===== config.mk =====
export PLATFORM = sky130hd
export DESIGN_NAME = vtd_queue
export DESIGN_NICKNAME = d
export VERILOG_FILES = /design/src/rtl/vtd_pkg.sv /design/src/rtl/vtd_queue.sv
export SDC_FILE = /design/constraint.sdc
export NUM_CORES = 1
export LEC_CHECK = 0
export BUFFER_PORTS_ARGS = -buffer_cell sky130_fd_sc_hd__buf_2
export CAP_MARGIN = 5
export CELL_PAD_IN_SITES_DETAIL_PLACEMENT = 0
export CELL_PAD_IN_SITES_GLOBAL_PLACEMENT = 1
export CORE_UTILIZATION = 43
export CTS_CLUSTER_DIAMETER = 80
export DETAILED_ROUTE_END_ITERATION = 16
export PLACE_DENSITY = 0.83
export SLEW_MARGIN = 0
export SYNTH_ARGS = -nofsm -noshare
export SYNTH_HDL_FRONTEND = slang
export SYNTH_SLANG_ARGS = --single-unit

===== constraint.sdc =====
create_clock -name i_clk -period 2.8 [get_ports i_clk]
set_clock_uncertainty 0.1 [all_clocks]
set_input_delay 0.7 -clock i_clk [delete_from_list [all_inputs] [get_ports i_clk]]
set_output_delay 0.7 -clock i_clk [all_outputs]
set_load 0.02 [all_outputs]

===== src/rtl/vtd_pkg.sv =====
// ----------------------------------------------------------------------------
// vtd_pkg
// Shared types and constants of the video time displacement block: the
// input and result words, the classified operation flags and the queue depth.
// ----------------------------------------------------------------------------
package vtd_pkg;

    // Width and reset value of the frame length register
    localparam int CFG_W = 17;
    localparam logic [CFG_W-1:0] CFG_RESET = 17'h10000;

    // Entries in the queue between classifier and history engine
    localparam int QUEUE_DEPTH = 2;

    // Input word: current frame byte and its time map value
    typedef struct packed {
        logic [7:0] pixel_byte;
        logic [7:0] delay_frames;
    } t_in_word;

    // Result word: delayed byte and the missing-source flag
    typedef struct packed {
        logic [7:0] out_byte;
        logic       source_missing;
    } t_out_word;

    // Classified operation: how the back end forms the result
    typedef struct packed {
        logic       bypass;      // delay zero: answer with the byte itself
        logic       missing;     // no usable source frame: answer with zero
        logic [7:0] pixel_byte;  // byte to store in the history
    } t_op_info;

endpackage


===== src/rtl/vtd_queue.sv =====
// ----------------------------------------------------------------------------
// vtd_queue
// Short first-in first-out queue of classified operations between the
// classifier and the history engine.
// ----------------------------------------------------------------------------
module vtd_queue
    import vtd_pkg::*;
#(
    parameter int WIDTH = 8
) (
    input  logic             i_clk,
    input  logic             i_rst_n,
    input  logic             i_push,
    input  logic [WIDTH-1:0] i_data,
    input  logic             i_pop,
    output logic             o_valid,
    output logic             o_full,
    output logic [WIDTH-1:0] o_data
);

    localparam int QPW = $clog2(QUEUE_DEPTH);
    localparam int QCW = $clog2(QUEUE_DEPTH + 1);

    logic [WIDTH-1:0] r_entry [QUEUE_DEPTH];
    logic [QPW-1:0]   r_wp,    n_wp;
    logic [QPW-1:0]   r_rp,    n_rp;
    logic [QCW-1:0]   r_count, n_count;

    assign o_valid = (r_count != '0);
    assign o_full  = (r_count == QCW'(QUEUE_DEPTH));
    assign o_data  = r_entry[r_rp];

    // Store the pushed word
    always_ff @(posedge i_clk) begin
        if (i_push) begin
            r_entry[r_wp] <= i_data;
        end
    end

    // Advance pointers and occupancy
    always_comb begin
        n_wp    = r_wp;
        n_rp    = r_rp;
        n_count = r_count;
        if (i_push) begin
            n_wp = (r_wp == QPW'(QUEUE_DEPTH - 1)) ? '0 : r_wp + QPW'(1);
        end
        if (i_pop) begin
            n_rp = (r_rp == QPW'(QUEUE_DEPTH - 1)) ? '0 : r_rp + QPW'(1);
        end
        case ({i_push, i_pop})
            2'b10:   n_count = r_count + QCW'(1);
            2'b01:   n_count = r_count - QCW'(1);
            default: n_count = r_count;
        endcase
    end

    always_ff @(posedge i_clk) begin
        if (!i_rst_n) begin
            r_wp    <= '0;
            r_rp    <= '0;
            r_count <= '0;
        end else begin
            r_wp    <= n_wp;
            r_rp    <= n_rp;
            r_count <= n_count;
        end
    end

endmodule


==> results.toml <==
[synthesis]
syn_area_um2 = 795
synthCells = 47
synth_edf_count = 16
dominantRegCellSynth = "edfxtp_1"
yosys-top-cells-area = "edfxtp_1 (60%), dfxtp_1 (13%), mux2_2 (11%), and2_1 (3.1%), xnor2_1 (2.2%)"
yosysMostFrequentCell = "edfxtp_1"
netlist.area_leader.share_pct = 60.5
synthArstFlopShare_pct = 0
mappedNetlistNets = 60
synth_seq_cells = 21
ys_types = 17
synth_top_cell_by_area = "edfxtp_1"
ys_seq_area_share_pct = 73.1
syn_area_per_cell_um2 = 16.9
yosysWarnings = 0
synthTopCellsByCount = "edfxtp_1 (16), mux2_2 (8), dfxtp_1 (5)"

[setup_path]
r2r-start = "r_wp"
endpoint_kind = "output port"
crit_fanout = 8
critPathArrivalTime_ns = 1.35
start_kind = "register"
rr_worst_depth = 1
crit_required_ns = 2.00
rrSetupSlack_ns = 1.43
reg2reg_to = "r_entry[0][4]"
crit_type = "register to output port"

[floorplan]
initial_core_util_pct = 46.0
die_y_um = 45.0
rows = 15
die_area_mm2 = 0.00202
core_mm2 = 0.00173
die_w_um = 45.0
ios = 22

[routing]
drc = 0
wl_per_cell_um = 10.6
viasPerCell = 4.57
first_pass_iters = 2
postRouteAntennaNets = 0
first_iter_violations = 1
via_count = 439
drt_wl_total_um = 1020

[power_and_ir_drop]
power.density_mw_per_mm2 = 619
fin_total_pwr_uw = 590
power_leakage_nw = 0.375
max-vdd-ir-drop_uv = 302

[final_layout]
synthToLayoutAreaGrowth_pct = 19.8
nets = 85
fin_area_um2 = 952
drive_above_1_share_pct = 47.9
antenna_cells = 0
fin_util_pct = 55.1
fillerInstances = 170

[clocking]
cts_hold_buf = 0
cts_tree = "yes"
path_clk_slew_ns = 0.10
cts_buffers = 3
clock-root-buffer = "clkbuf_4"
worstSkewPairLatency_ns = 0.28
ctsResizeCount = 0
htreeDepth = 1
clockBufferDepth = 2
cts.sink_count = 21
postCtsSetupRepairBufs = 0

[timing]
rsz0062_at_grt = "no"
post-route-period-util_pct = 76.7
whs_ns = 0.409
finalSetupTns_ns = 0
setup_violations = 0
fmax_ghz = 0.466
drv_slew = 0
tightest_slew_ns = 0.753
slew_headroom_pct = 49.6
min_period_ns = 2.15
hold_viol = 0

[global_routing]
grt_pass1_wl_um = 1590
grt_max_degree = 12
grt-ovfl-total = 0
antenna_found_initial = 0
grt_usage_pct = 12.0
first_global_vias = 402

[outcome]
status = "completed"

[worst_hold_path]
min_from = "r_count[1]"
holdPathStages = 2
min_to = "r_count[1]"
worstHoldPathType = "register to register"

[place]
hpwl_um = 762
dpl_cell_area_um2 = 926
io_buffers = 21
place_congestion = 0.587

[run]
drv_cap = 0
==> flip-flops by register name, summed over array words and instances (netlist names), named ones only <==
name,count
r_count,2
r_entry,16
r_wp,1
r_rp,1
==> worst max path at each step <==
stage,from,slack (ns),cells after the start,end
after global routing,register,0.56,2,o_data[1]
final,register,0.65,2,o_data[1]
after floorplan,i_push,1.13,4,r_count[1]
after CTS,register,0.62,2,o_data[2]
after global placement,i_push,0.92,3,r_entry[0][6]
after detailed placement,i_push,0.87,3,r_entry[0][4]
==> placed cells by master (no fill, tap or decap), drive strengths merged <==
| cell | count |
|---|---|
| buf | 21 |
| edfxtp | 16 |
| mux2 | 8 |
| dfxtp | 5 |
| and2 | 4 |
| clkbuf | 4 |
| xnor2 | 2 |
| and2b | 1 |
| xor2 | 1 |
| inv | 1 |
| or2 | 1 |
| nor2 | 1 |
| nor2b | 1 |
| o21a | 1 |
| o21ai | 1 |
| or3 | 1 |
| a21boi | 1 |
| ha | 1 |
==> per-stage QoR <==
| stage | std cells | worst slack [ns] |
|---|---|---|
| after detailed placement | 92 | 0.870 |
| after CTS | 96 | 0.622 |
| after global routing | 96 | 0.564 |
| after floorplan | 47 | 1.13 |
| final | 96 | 0.654 |
| after global placement | 92 | 0.917 |
==> cells by family after synthesis <==
| logic type | Yosys count | share of synthesized area [%] |
|---|---|---|
| AOI/OAI and AO/OA | 3 | 2.52 |
| DFF | 21 | 73.1 |
| and+or+nand+nor | 9 | 7.09 |
| muxes | 8 | 11.3 |
| xor gates and xnor gates | 3 | 3.31 |
| buffers and inverters | 2 | 1.10 |
| adders and majority gates | 1 | 1.57 |
==> metal layers <==
layer	vias up	part of all wire, %	global-route usage [%]
met3	2	3.6	3.60
met1	206	47	12.7
met4	0	1.7	9.09
li1	220	-	-
met2	11	48	20.0
met5	-	0	0
==> cell type report <==
type	instances	area [µm²]	share of cell area, %
Inverter	1	3.75	0.394
Clock buffer	4	26.3	2.76
Multi-Input combinational cell	24	205	21.6
Sequential cell	21	581	61.0
Timing Repair Buffer	21	105	11.0
Tap cell	25	31.3	3.29
==> where the power goes <==
group / switching, mW / leakage (nW) / internal (mW)
clock network: 0.0755 / 0.0150 / 0.0552
logic: 0.0473 / 0.169 / 0.0439
registers: 0.0115 / 0.192 / 0.356
==> critical path, stage by stage, from the launching register on <==
cell and delay [ns]:
dfxtp_1 0.54, mux2_2 0.37, buf_2 0.16
Power figures use the tool's default switching activity.
