--- src/rtl/vtd_pkg.sv ---
// ----------------------------------------------------------------------------
// vtd_pkg
// Shared types and constants of the video time displacement block: the
// input and result words, the classified operation flags and the queue depth.
// ----------------------------------------------------------------------------
package vtd_pkg;

    // Width and reset value of the frame length register
    localparam int CFG_W = 17;
    localparam logic [CFG_W-1:0] CFG_RESET = 17'h10000;

    // Entries in the queue between classifier and history engine
    localparam int QUEUE_DEPTH = 2;

    // Input word: current frame byte and its time map value
    typedef struct packed {
        logic [7:0] pixel_byte;
        logic [7:0] delay_frames;
    } t_in_word;

    // Result word: delayed byte and the missing-source flag
    typedef struct packed {
        logic [7:0] out_byte;
        logic       source_missing;
    } t_out_word;

    // Classified operation: how the back end forms the result
    typedef struct packed {
        logic       bypass;      // delay zero: answer with the byte itself
        logic       missing;     // no usable source frame: answer with zero
        logic [7:0] pixel_byte;  // byte to store in the history
    } t_op_info;

endpackage

--- src/rtl/vtd_front.sv ---
// ----------------------------------------------------------------------------
// vtd_front
// Accepts input words, tracks raster position, ring slot and filled-frame
// count, and turns each word into a history write and read address plus
// the flags that tell the back end how to form the result.
// ----------------------------------------------------------------------------
module vtd_front
    import vtd_pkg::*;
#(
    parameter int HISTORY_FRAMES = 64,
    parameter int FRAME_BYTES    = 65536
) (
    input  logic                       i_clk,
    input  logic                       i_rst_n,
    input  logic                       i_cfg_we,
    input  logic [CFG_W-1:0]           i_cfg_wdata,
    input  logic                       i_in_valid,
    input  t_in_word                   i_in_word,
    input  logic                       i_q_full,
    output logic                       o_in_stall,
    output logic                       o_push,
    output t_op_info                   o_info,
    output logic [$clog2(HISTORY_FRAMES)+$clog2(FRAME_BYTES)-1:0] o_wr_addr,
    output logic [$clog2(HISTORY_FRAMES)+$clog2(FRAME_BYTES)-1:0] o_rd_addr
);

    localparam int PW = $clog2(FRAME_BYTES);
    localparam int SW = $clog2(HISTORY_FRAMES);
    localparam int FW = $clog2(HISTORY_FRAMES + 1);
    localparam int CW = (PW + 1 > CFG_W) ? PW + 1 : CFG_W;
    localparam int DW = 9;  // holds any delay and any history depth

    logic [CFG_W-1:0] r_cfg;
    logic [PW-1:0]    r_pos,    n_pos;
    logic [SW-1:0]    r_slot,   n_slot;
    logic [FW-1:0]    r_filled, n_filled;

    logic [CW-1:0]    cfg_x;
    logic [PW-1:0]    lenm1;
    logic [PW-1:0]    pos_eff;
    logic             frame_end;
    logic             accept;
    logic [DW-1:0]    delay_x;
    logic [DW-1:0]    slot_x;
    logic [DW-1:0]    src_x;
    logic [SW-1:0]    src_slot;
    logic             in_range;

    // Frame length register
    always_ff @(posedge i_clk) begin
        if (!i_rst_n) begin
            r_cfg <= CFG_RESET;
        end else if (i_cfg_we) begin
            r_cfg <= i_cfg_wdata;
        end
    end

    // Clamp the frame length to one..FRAME_BYTES and keep its last position
    always_comb begin
        cfg_x = CW'(r_cfg);
        if (r_cfg == '0) begin
            lenm1 = '0;
        end else if (cfg_x > CW'(FRAME_BYTES)) begin
            lenm1 = PW'(FRAME_BYTES - 1);
        end else begin
            lenm1 = PW'(cfg_x - CW'(1));
        end
    end

    // Pull the position back into a shortened frame; the last byte ends it
    assign frame_end = (r_pos >= lenm1);
    assign pos_eff   = frame_end ? lenm1 : r_pos;

    // Source slot lies delay frames behind the write slot, modulo the ring
    always_comb begin
        delay_x  = DW'(i_in_word.delay_frames);
        slot_x   = DW'(r_slot);
        in_range = (delay_x < DW'(HISTORY_FRAMES)) && (delay_x <= DW'(r_filled));
        if (slot_x >= delay_x) begin
            src_x = slot_x - delay_x;
        end else begin
            src_x = slot_x + DW'(HISTORY_FRAMES) - delay_x;
        end
        src_slot = src_x[SW-1:0];
    end

    assign o_in_stall = i_q_full;
    assign accept     = i_in_valid && !i_q_full;
    assign o_push     = accept;

    assign o_info.bypass     = (i_in_word.delay_frames == '0);
    assign o_info.missing    = !in_range;
    assign o_info.pixel_byte = i_in_word.pixel_byte;
    assign o_wr_addr         = {r_slot, pos_eff};
    assign o_rd_addr         = {src_slot, pos_eff};

    // Advance position; on frame end wrap it, step the slot, count the frame
    always_comb begin
        n_pos    = r_pos;
        n_slot   = r_slot;
        n_filled = r_filled;
        if (accept) begin
            if (frame_end) begin
                n_pos = '0;
                if (r_slot == SW'(HISTORY_FRAMES - 1)) begin
                    n_slot = '0;
                end else begin
                    n_slot = r_slot + SW'(1);
                end
                if (r_filled != FW'(HISTORY_FRAMES)) begin
                    n_filled = r_filled + FW'(1);
                end
            end else begin
                n_pos = r_pos + PW'(1);
            end
        end
    end

    always_ff @(posedge i_clk) begin
        if (!i_rst_n) begin
            r_pos    <= '0;
            r_slot   <= '0;
            r_filled <= '0;
        end else begin
            r_pos    <= n_pos;
            r_slot   <= n_slot;
            r_filled <= n_filled;
        end
    end

endmodule

--- config.mk ---
export PLATFORM = sky130hd
export DESIGN_NAME = vtd_front
export DESIGN_NICKNAME = d
export VERILOG_FILES = /design/src/rtl/vtd_pkg.sv /design/src/rtl/vtd_front.sv
export SDC_FILE = /design/constraint.sdc
export NUM_CORES = 1
export LEC_CHECK = 0
export BUFFER_PORTS_ARGS = -buffer_cell sky130_fd_sc_hd__buf_4
export CAP_MARGIN = 25
export CORE_UTILIZATION = 50
export CTS_BUF_LIST = sky130_fd_sc_hd__clkbuf_8
export DETAILED_ROUTE_END_ITERATION = 12
export PLACE_DENSITY_LB_ADDON = 0.05
export SLEW_MARGIN = 10
export SYNTH_ARGS = -nofsm -noshare
export SYNTH_HDL_FRONTEND = slang
export SYNTH_SLANG_ARGS = --single-unit
--- constraint.sdc ---
create_clock -name i_clk -period 4.7 [get_ports i_clk]
set_clock_uncertainty 0.05 [all_clocks]
set_input_delay 0.705 -clock i_clk [delete_from_list [all_inputs] [get_ports i_clk]]
set_output_delay 0.705 -clock i_clk [all_outputs]
set_load 0.02 [all_outputs]
==> flow_metrics.tcl, run 1 <==
set metrics [dict create \
    core_um2 6760 \
    yosys-top-cells-area "dfxtp_1 (27%), ha_1 (12%), mux2i_1 (7.2%), nand2_1 (5.5%), buf_4 (5.4%)" \
    grt_first_pass_wirelength_um 12700 \
    area_growth_pct 17.4 \
    syn_avg_cell_area_um2 7.91 \
    crit_required_ps 3940 \
    io_buffer_count 77 \
    cts_buffers 5 \
    first_iter_violations 87 \
    drive_gt1_share_pct 21.4 \
    p_leak_nw 1.92 \
    design.die.area_um2 7280 \
    tightest_slew_ps 741 \
    cts.sinks 46 \
    ys_ff_latch 46 \
    grt_pass1_vias 2712 \
    tritoncts "built" \
    ys_types 49 \
    root_buffer "clkbuf_8" \
    finalCriticalPeriod_ps 4380 \
    io_pins 94 \
    ir_drop_v 0.000130 \
    setup_viol 0 \
    cts_resized 0 \
    clk_pin_slew_ps 80 \
    rsz0062_at_grt "false" \
    fillers 626 \
    async_reset_ff_share_pct 0 \
    worstHoldPathType "reg -> reg" \
    dp_hpwl_um 5960 \
    synthFlopType "dfxtp_1" \
    fin_hold_ws_ps 430 \
    yosysWarnings 0 \
    min_period_over_period_pct 93.2 \
    powerDensity_nw_per_um2 206 \
    synth_area_um2 3470 \
    drt_pass1_iterations 5 \
    grt_usage_pct 21.6 \
    wl_um 7510 \
    syn_inst 439 \
    finalSetupTns_ps 0 \
    htree_levels 2 \
    antenna_found_initial 0 \
    yosysTopAreaCell "dfxtp_1" \
    slew_viol_final 0 \
    status "finished clean" \
    fmax_mhz 228 \
    vias_per_cell 5.29 \
    fin_nets 562 \
    synth.top_cell.area_share_pct 26.5 \
    clock_latency_ps 310 \
    ant_nets 0 \
    antennaDiodeCount 0 \
    grt_max_degree 24 \
    placementRows 30 \
    post_drt_wl_per_cell_um 13.2 \
    start_util_pct 51.4 \
    cap_violations 0 \
    postCtsHoldBufs 0 \
    end_kind "primary output" \
    grt.overflow.total 0 \
    start_kind "register" \
    worstPathArrival_ps 3620 \
    max_slew_margin_pct 50.5 \
    drc 0 \
    post_cts_buffers 0 \
    die_h_um 85.3 \
    worstSetupPathType "reg -> out" \
    num_vias 3016 \
    synth-edff-count 0 \
    ys_seq_area_share_pct 26.5 \
    path_max_fanout 10 \
    die_x_um 85.3 \
    clock_path_buffers 2 \
    finalHoldViolCount 0 \
    globalplace.congestion 0.813 \
    synth_nets 512 \
]
-- logic make-up after synthesis --
family	count (synthesis)	synth area share, %
and+or+nand+nor	162	22.6
adders and majority gates	35	12.8
xor gates and xnor gates	29	7.32
buffers and inverters	65	9.80
DFF	46	26.5
muxes	26	7.53
AOI/OAI and AO/OA	76	13.4
-- cells in the mapped netlist, types with 4 or more instances --
cell type / number
a21oi_1: 21
or4_1: 4
a21o_1: 12
nand4_1: 9
clkbuf_1: 13
o21ai_1: 5
nor3_1: 7
nand2b_1: 5
dfxtp_1: 46
nand3_1: 17
mux2i_1: 25
buf_4: 25
ha_1: 34
inv_1: 24
nor2_1: 48
nand2_1: 51
xor2_1: 13
o21ai_0: 19
xnor2_1: 16
o21a_1: 5
-- power breakdown --
group | internal (W) | total (W) | switching, W
registers | 0.000399 | 0.000413 | 0.0000138
logic | 0.0000827 | 0.000172 | 0.0000891
clock network | 0.000117 | 0.000253 | 0.000136
total | 0.000598 | 0.000837 | 0.000239
-- layout make-up --
cell class | instances | area [um^2] | area share [%]
multi-input combinational | 328 | 2240 | 55.0
timing repair buffer | 83 | 627 | 15.4
inverter | 25 | 93.8 | 2.30
clock inverter | 2 | 8.76 | 0.215
tap | 80 | 100 | 2.46
clock buffer | 6 | 82.6 | 2.03
sequential | 46 | 921 | 22.6
-- registers in the layout, summed over array words and instances, names as in the netlist --
| name | count |
|---|---|
| r_pos | 16 |
| r_slot | 6 |
| cfg_x | 17 |
| r_filled | 7 |
-- worst paths after layout --
kind	depth (start not counted)	slack [ps]	end	startpoint
min	2	430	r_filled[5]	r_filled[5]
max reg2reg	15	1180	r_filled[6]	cfg_x[1]
max	14	320	o_rd_addr[0]	cfg_x[1]
min reg2reg	2	430	r_filled[5]	r_filled[5]
-- critical path: stages, from the launching register on --
cell and delay (ps):
dfxtp_1 350, inv_1 90, ha_1 170, nor3b_2 250, nand2_1 170, or3b_1 410, xor2_1 150, a21o_1 190
ha_1 270, nand2_1 60, nor2_1 170, nand2_1 100, o21ai_2 370, mux2_2 410, buf_4 160
-- layout by cell type, fill, tap and decap left out, types with 2 or more instances in the layout --
cell type,n
a21o_1,12
a21oi_1,20
a31o_2,3
and3_1,3
buf_4,82
clkbuf_8,6
dfxtp_1,46
ha_1,34
inv_1,25
mux2i_1,25
nand2_1,50
nand2b_1,5
nand3_1,16
nand4_1,9
nor2_1,48
nor2b_1,2
nor3_1,7
nor4_1,2
nor4b_1,2
o21a_1,5
o21ai_0,17
o21ai_1,5
o21ai_2,2
o31ai_1,2
or3_1,3
or4_1,4
xnor2_1,16
xor2_1,13
-- layer usage --
layer	wire length (um)	part of all wire, %	GRT usage, %	vias to the layer above
met5	0	0	0	-
met4	93	1.2	6.36	0
met3	242	3.2	3.21	7
met2	3310	44	35.0	55
met1	3870	52	29.8	1359
li1	-	-	-	1595
-- per-stage QoR --
| step | util [%] | cell area [um^2] | power [W] | worst slack [ps] | cells |
|---|---|---|---|---|---|
| 2_1_floorplan | - | 3470 | 0.000548 | 397 | 439 |
| 5_1_grt | 60.3 | 4080 | 0.000884 | 31.9 | 570 |
| 3_3_place_gp | 58.4 | 3950 | 0.000589 | 550 | 562 |
| 3_5_place_dp | 58.4 | 3950 | 0.000591 | 497 | 562 |
| 6_report | 60.3 | 4080 | 0.000837 | 321 | 570 |
| 4_1_cts | 59.8 | 4040 | 0.000842 | 150 | 570 |
Power figures use the tool's default switching activity.
==> run 2: changes to the inputs <==
--- a/config.mk
+++ b/config.mk
@@ -7,6 +7,7 @@
 export LEC_CHECK = 0
 export BUFFER_PORTS_ARGS = -buffer_cell sky130_fd_sc_hd__buf_4
 export CAP_MARGIN = 25
+export CORE_ASPECT_RATIO = 1.75
 export CORE_UTILIZATION = 50
 export CTS_BUF_LIST = sky130_fd_sc_hd__clkbuf_8
 export DETAILED_ROUTE_END_ITERATION = 12
==> run 2 against run 1 <==
First-iteration DRC count is 67% higher; global-route usage is 1.8 points higher; largest cell class unchanged; setup slack worse by 130 ps; non-clock buffer count is 1 higher; clock power is 12% higher.
==> flow_metrics.tcl, run 2 (synthesis gave the netlist of run 1 again) <==
set metrics [dict create \
    status "finished clean" \
    design.die.area_um2 7290 \
    cp.buffers_inverters 3 \
    io_buffer_count 77 \
    clk_pin_slew_ps 90 \
    layout_common_cells "buf_4 (83), nand2_1 (50), nor2_1 (47)" \
    worstSetupPathType "reg -> out" \
    cts_buffers 5 \
    vias_per_cell 5.59 \
    antennaDiodeCount 0 \
    end_kind "primary output" \
    finalCriticalPeriod_ps 4510 \
    switching_share_pct 27.9 \
    critical_path.top_delay_family "simple AND/OR/NAND/NOR gates" \
    start_kind "register" \
    p_leak_nw 1.93 \
    grt_max_degree 24 \
    grt.overflow.total 0 \
    dpl-instance-area_um2 3940 \
    fmax_mhz 222 \
    finalHoldViolCount 0 \
    dp_hpwl_um 6650 \
    cap_violations 0 \
    num_vias 3205 \
    grt_usage_pct 23.4 \
    die_h_um 112 \
    grt_pass1_vias 3032 \
    ir_drop_v 0.000176 \
    wl_um 8500 \
    tritoncts "built" \
    ant_nets 0 \
    rsz0062_at_grt "true" \
    worstPathArrival_ps 3750 \
    setup_viol 0 \
    clock_latency_ps 310 \
    crit_path_max_incr_delay_ps 580 \
    io_pins 94 \
    p_comb_share_pct 20.6 \
    crit_required_ps 3940 \
    die_x_um 65.0 \
    first_iter_violations 145 \
    area_growth_pct 18.5 \
    final_area_um2 4120 \
    max_slew_margin_pct 50.4 \
    drive_gt1_share_pct 22.0 \
    cts.sinks 46 \
    postCtsHoldBufs 0 \
    fin_nets 563 \
    slowest_stage "or4_4" \
    drc 0 \
    layout_commonest_cell "buf_4" \
    antenna_found_initial 0 \
    largest_register_ffs 17 \
    powerDensity_nw_per_um2 213 \
    slew_viol_final 0 \
    power.share.clock_pct 32.3 \
    power.internal_w 0.000632 \
    core_um2 6640 \
    clock_path_buffers 2 \
    post_drt_wl_per_cell_um 14.8 \
    fin_util_pct 62.0 \
    crit_chain "or4_4, nor2_2, nand3_2, nor2_4, buf_4, a21o_1, ha_1, a21oi_1, o21ai_0, a21oi_1, o21a_2, buf_4, nand2_1, o21ai_0, buf_4" \
    min_period_over_period_pct 95.9 \
    worstHoldPathType "reg -> reg" \
    grt_first_pass_wirelength_um 13300 \
    net-switching-power_w 0.000245 \
    globalplace.congestion 0.816 \
    placementRows 39 \
    root_buffer "clkbuf_8" \
    htree_levels 2 \
    pwr-share-seq_pct 47.1 \
    crit_top_cell "buf_4" \
    total_power_w 0.000877 \
    start_util_pct 52.3 \
    path_max_fanout 17 \
    drt_pass1_iterations 4 \
    tightest_slew_ps 743 \
]
[run 2: layer usage]
layer  up-vias  wire (um)  global-route usage (%)
met5         -          0                       0
li1       1600          -                       -
met2        80       4880                    47.3
met3        18        281                    2.54
met4         0        225                    11.7
met1      1507       3120                    21.6
[run 2: cell type report]
cell class | instances | area, um^2
Fill cell | 637 | 2520
Clock buffer | 8 | 110
Inverter | 25 | 93.8
Multi-Input combinational cell | 328 | 2250
Tap cell | 82 | 103
Sequential cell | 46 | 921
Timing Repair Buffer | 84 | 634
[run 2: power groups by stage]
stage | logic (W) | registers [W] | clock network, W
2_1_floorplan | 0.000130 | 0.000418 | 0
5_1_grt | 0.000199 | 0.000415 | 0.000308
3_3_place_gp | 0.000171 | 0.000421 | 0
6_report | 0.000180 | 0.000413 | 0.000283
4_1_cts | 0.000176 | 0.000412 | 0.000292
3_5_place_dp | 0.000175 | 0.000422 | 0
[run 2: timing repair]
item	4_1_cts	5_1_grt
buffers inserted	0	2
gates resized for setup	1	10
pin swaps	0	3
setup endpoints to repair	20	28
[run 2: worst paths after layout]
check	cells after the start	end	slack, ps	start
worst max-delay path	15	o_rd_addr[7]	190	cfg_x[7]
worst min-delay path	2	r_filled[5]	450	r_filled[5]
worst max register to register	13	r_filled[6]	1060	cfg_x[7]
worst min register to register	2	r_filled[5]	450	r_filled[5]
[run 2: per-stage QoR]
step,worst slack (ps),hold WS [ps],setup TNS (ps),instances
4_1_cts,26.3,448,0,571
6_report,192,455,0,573
3_5_place_dp,278,436,0,563
5_1_grt,-1.01,482,-1.96,573
3_3_place_gp,396,419,0,563
2_1_floorplan,397,398,0,439
[run 2: worst reg2reg max path, stage by stage, from the launching register on]
cell and delay [ps]:
dfxtp_1 370, or4_4 580, nor3_2 150, or3b_1 380, xor2_1 150, a21o_1 210
ha_1 280, nand2_1 60, nor2_1 140, nand2_1 110, o21a_2 260, buf_4 170
or4_1 500, a21oi_1 150
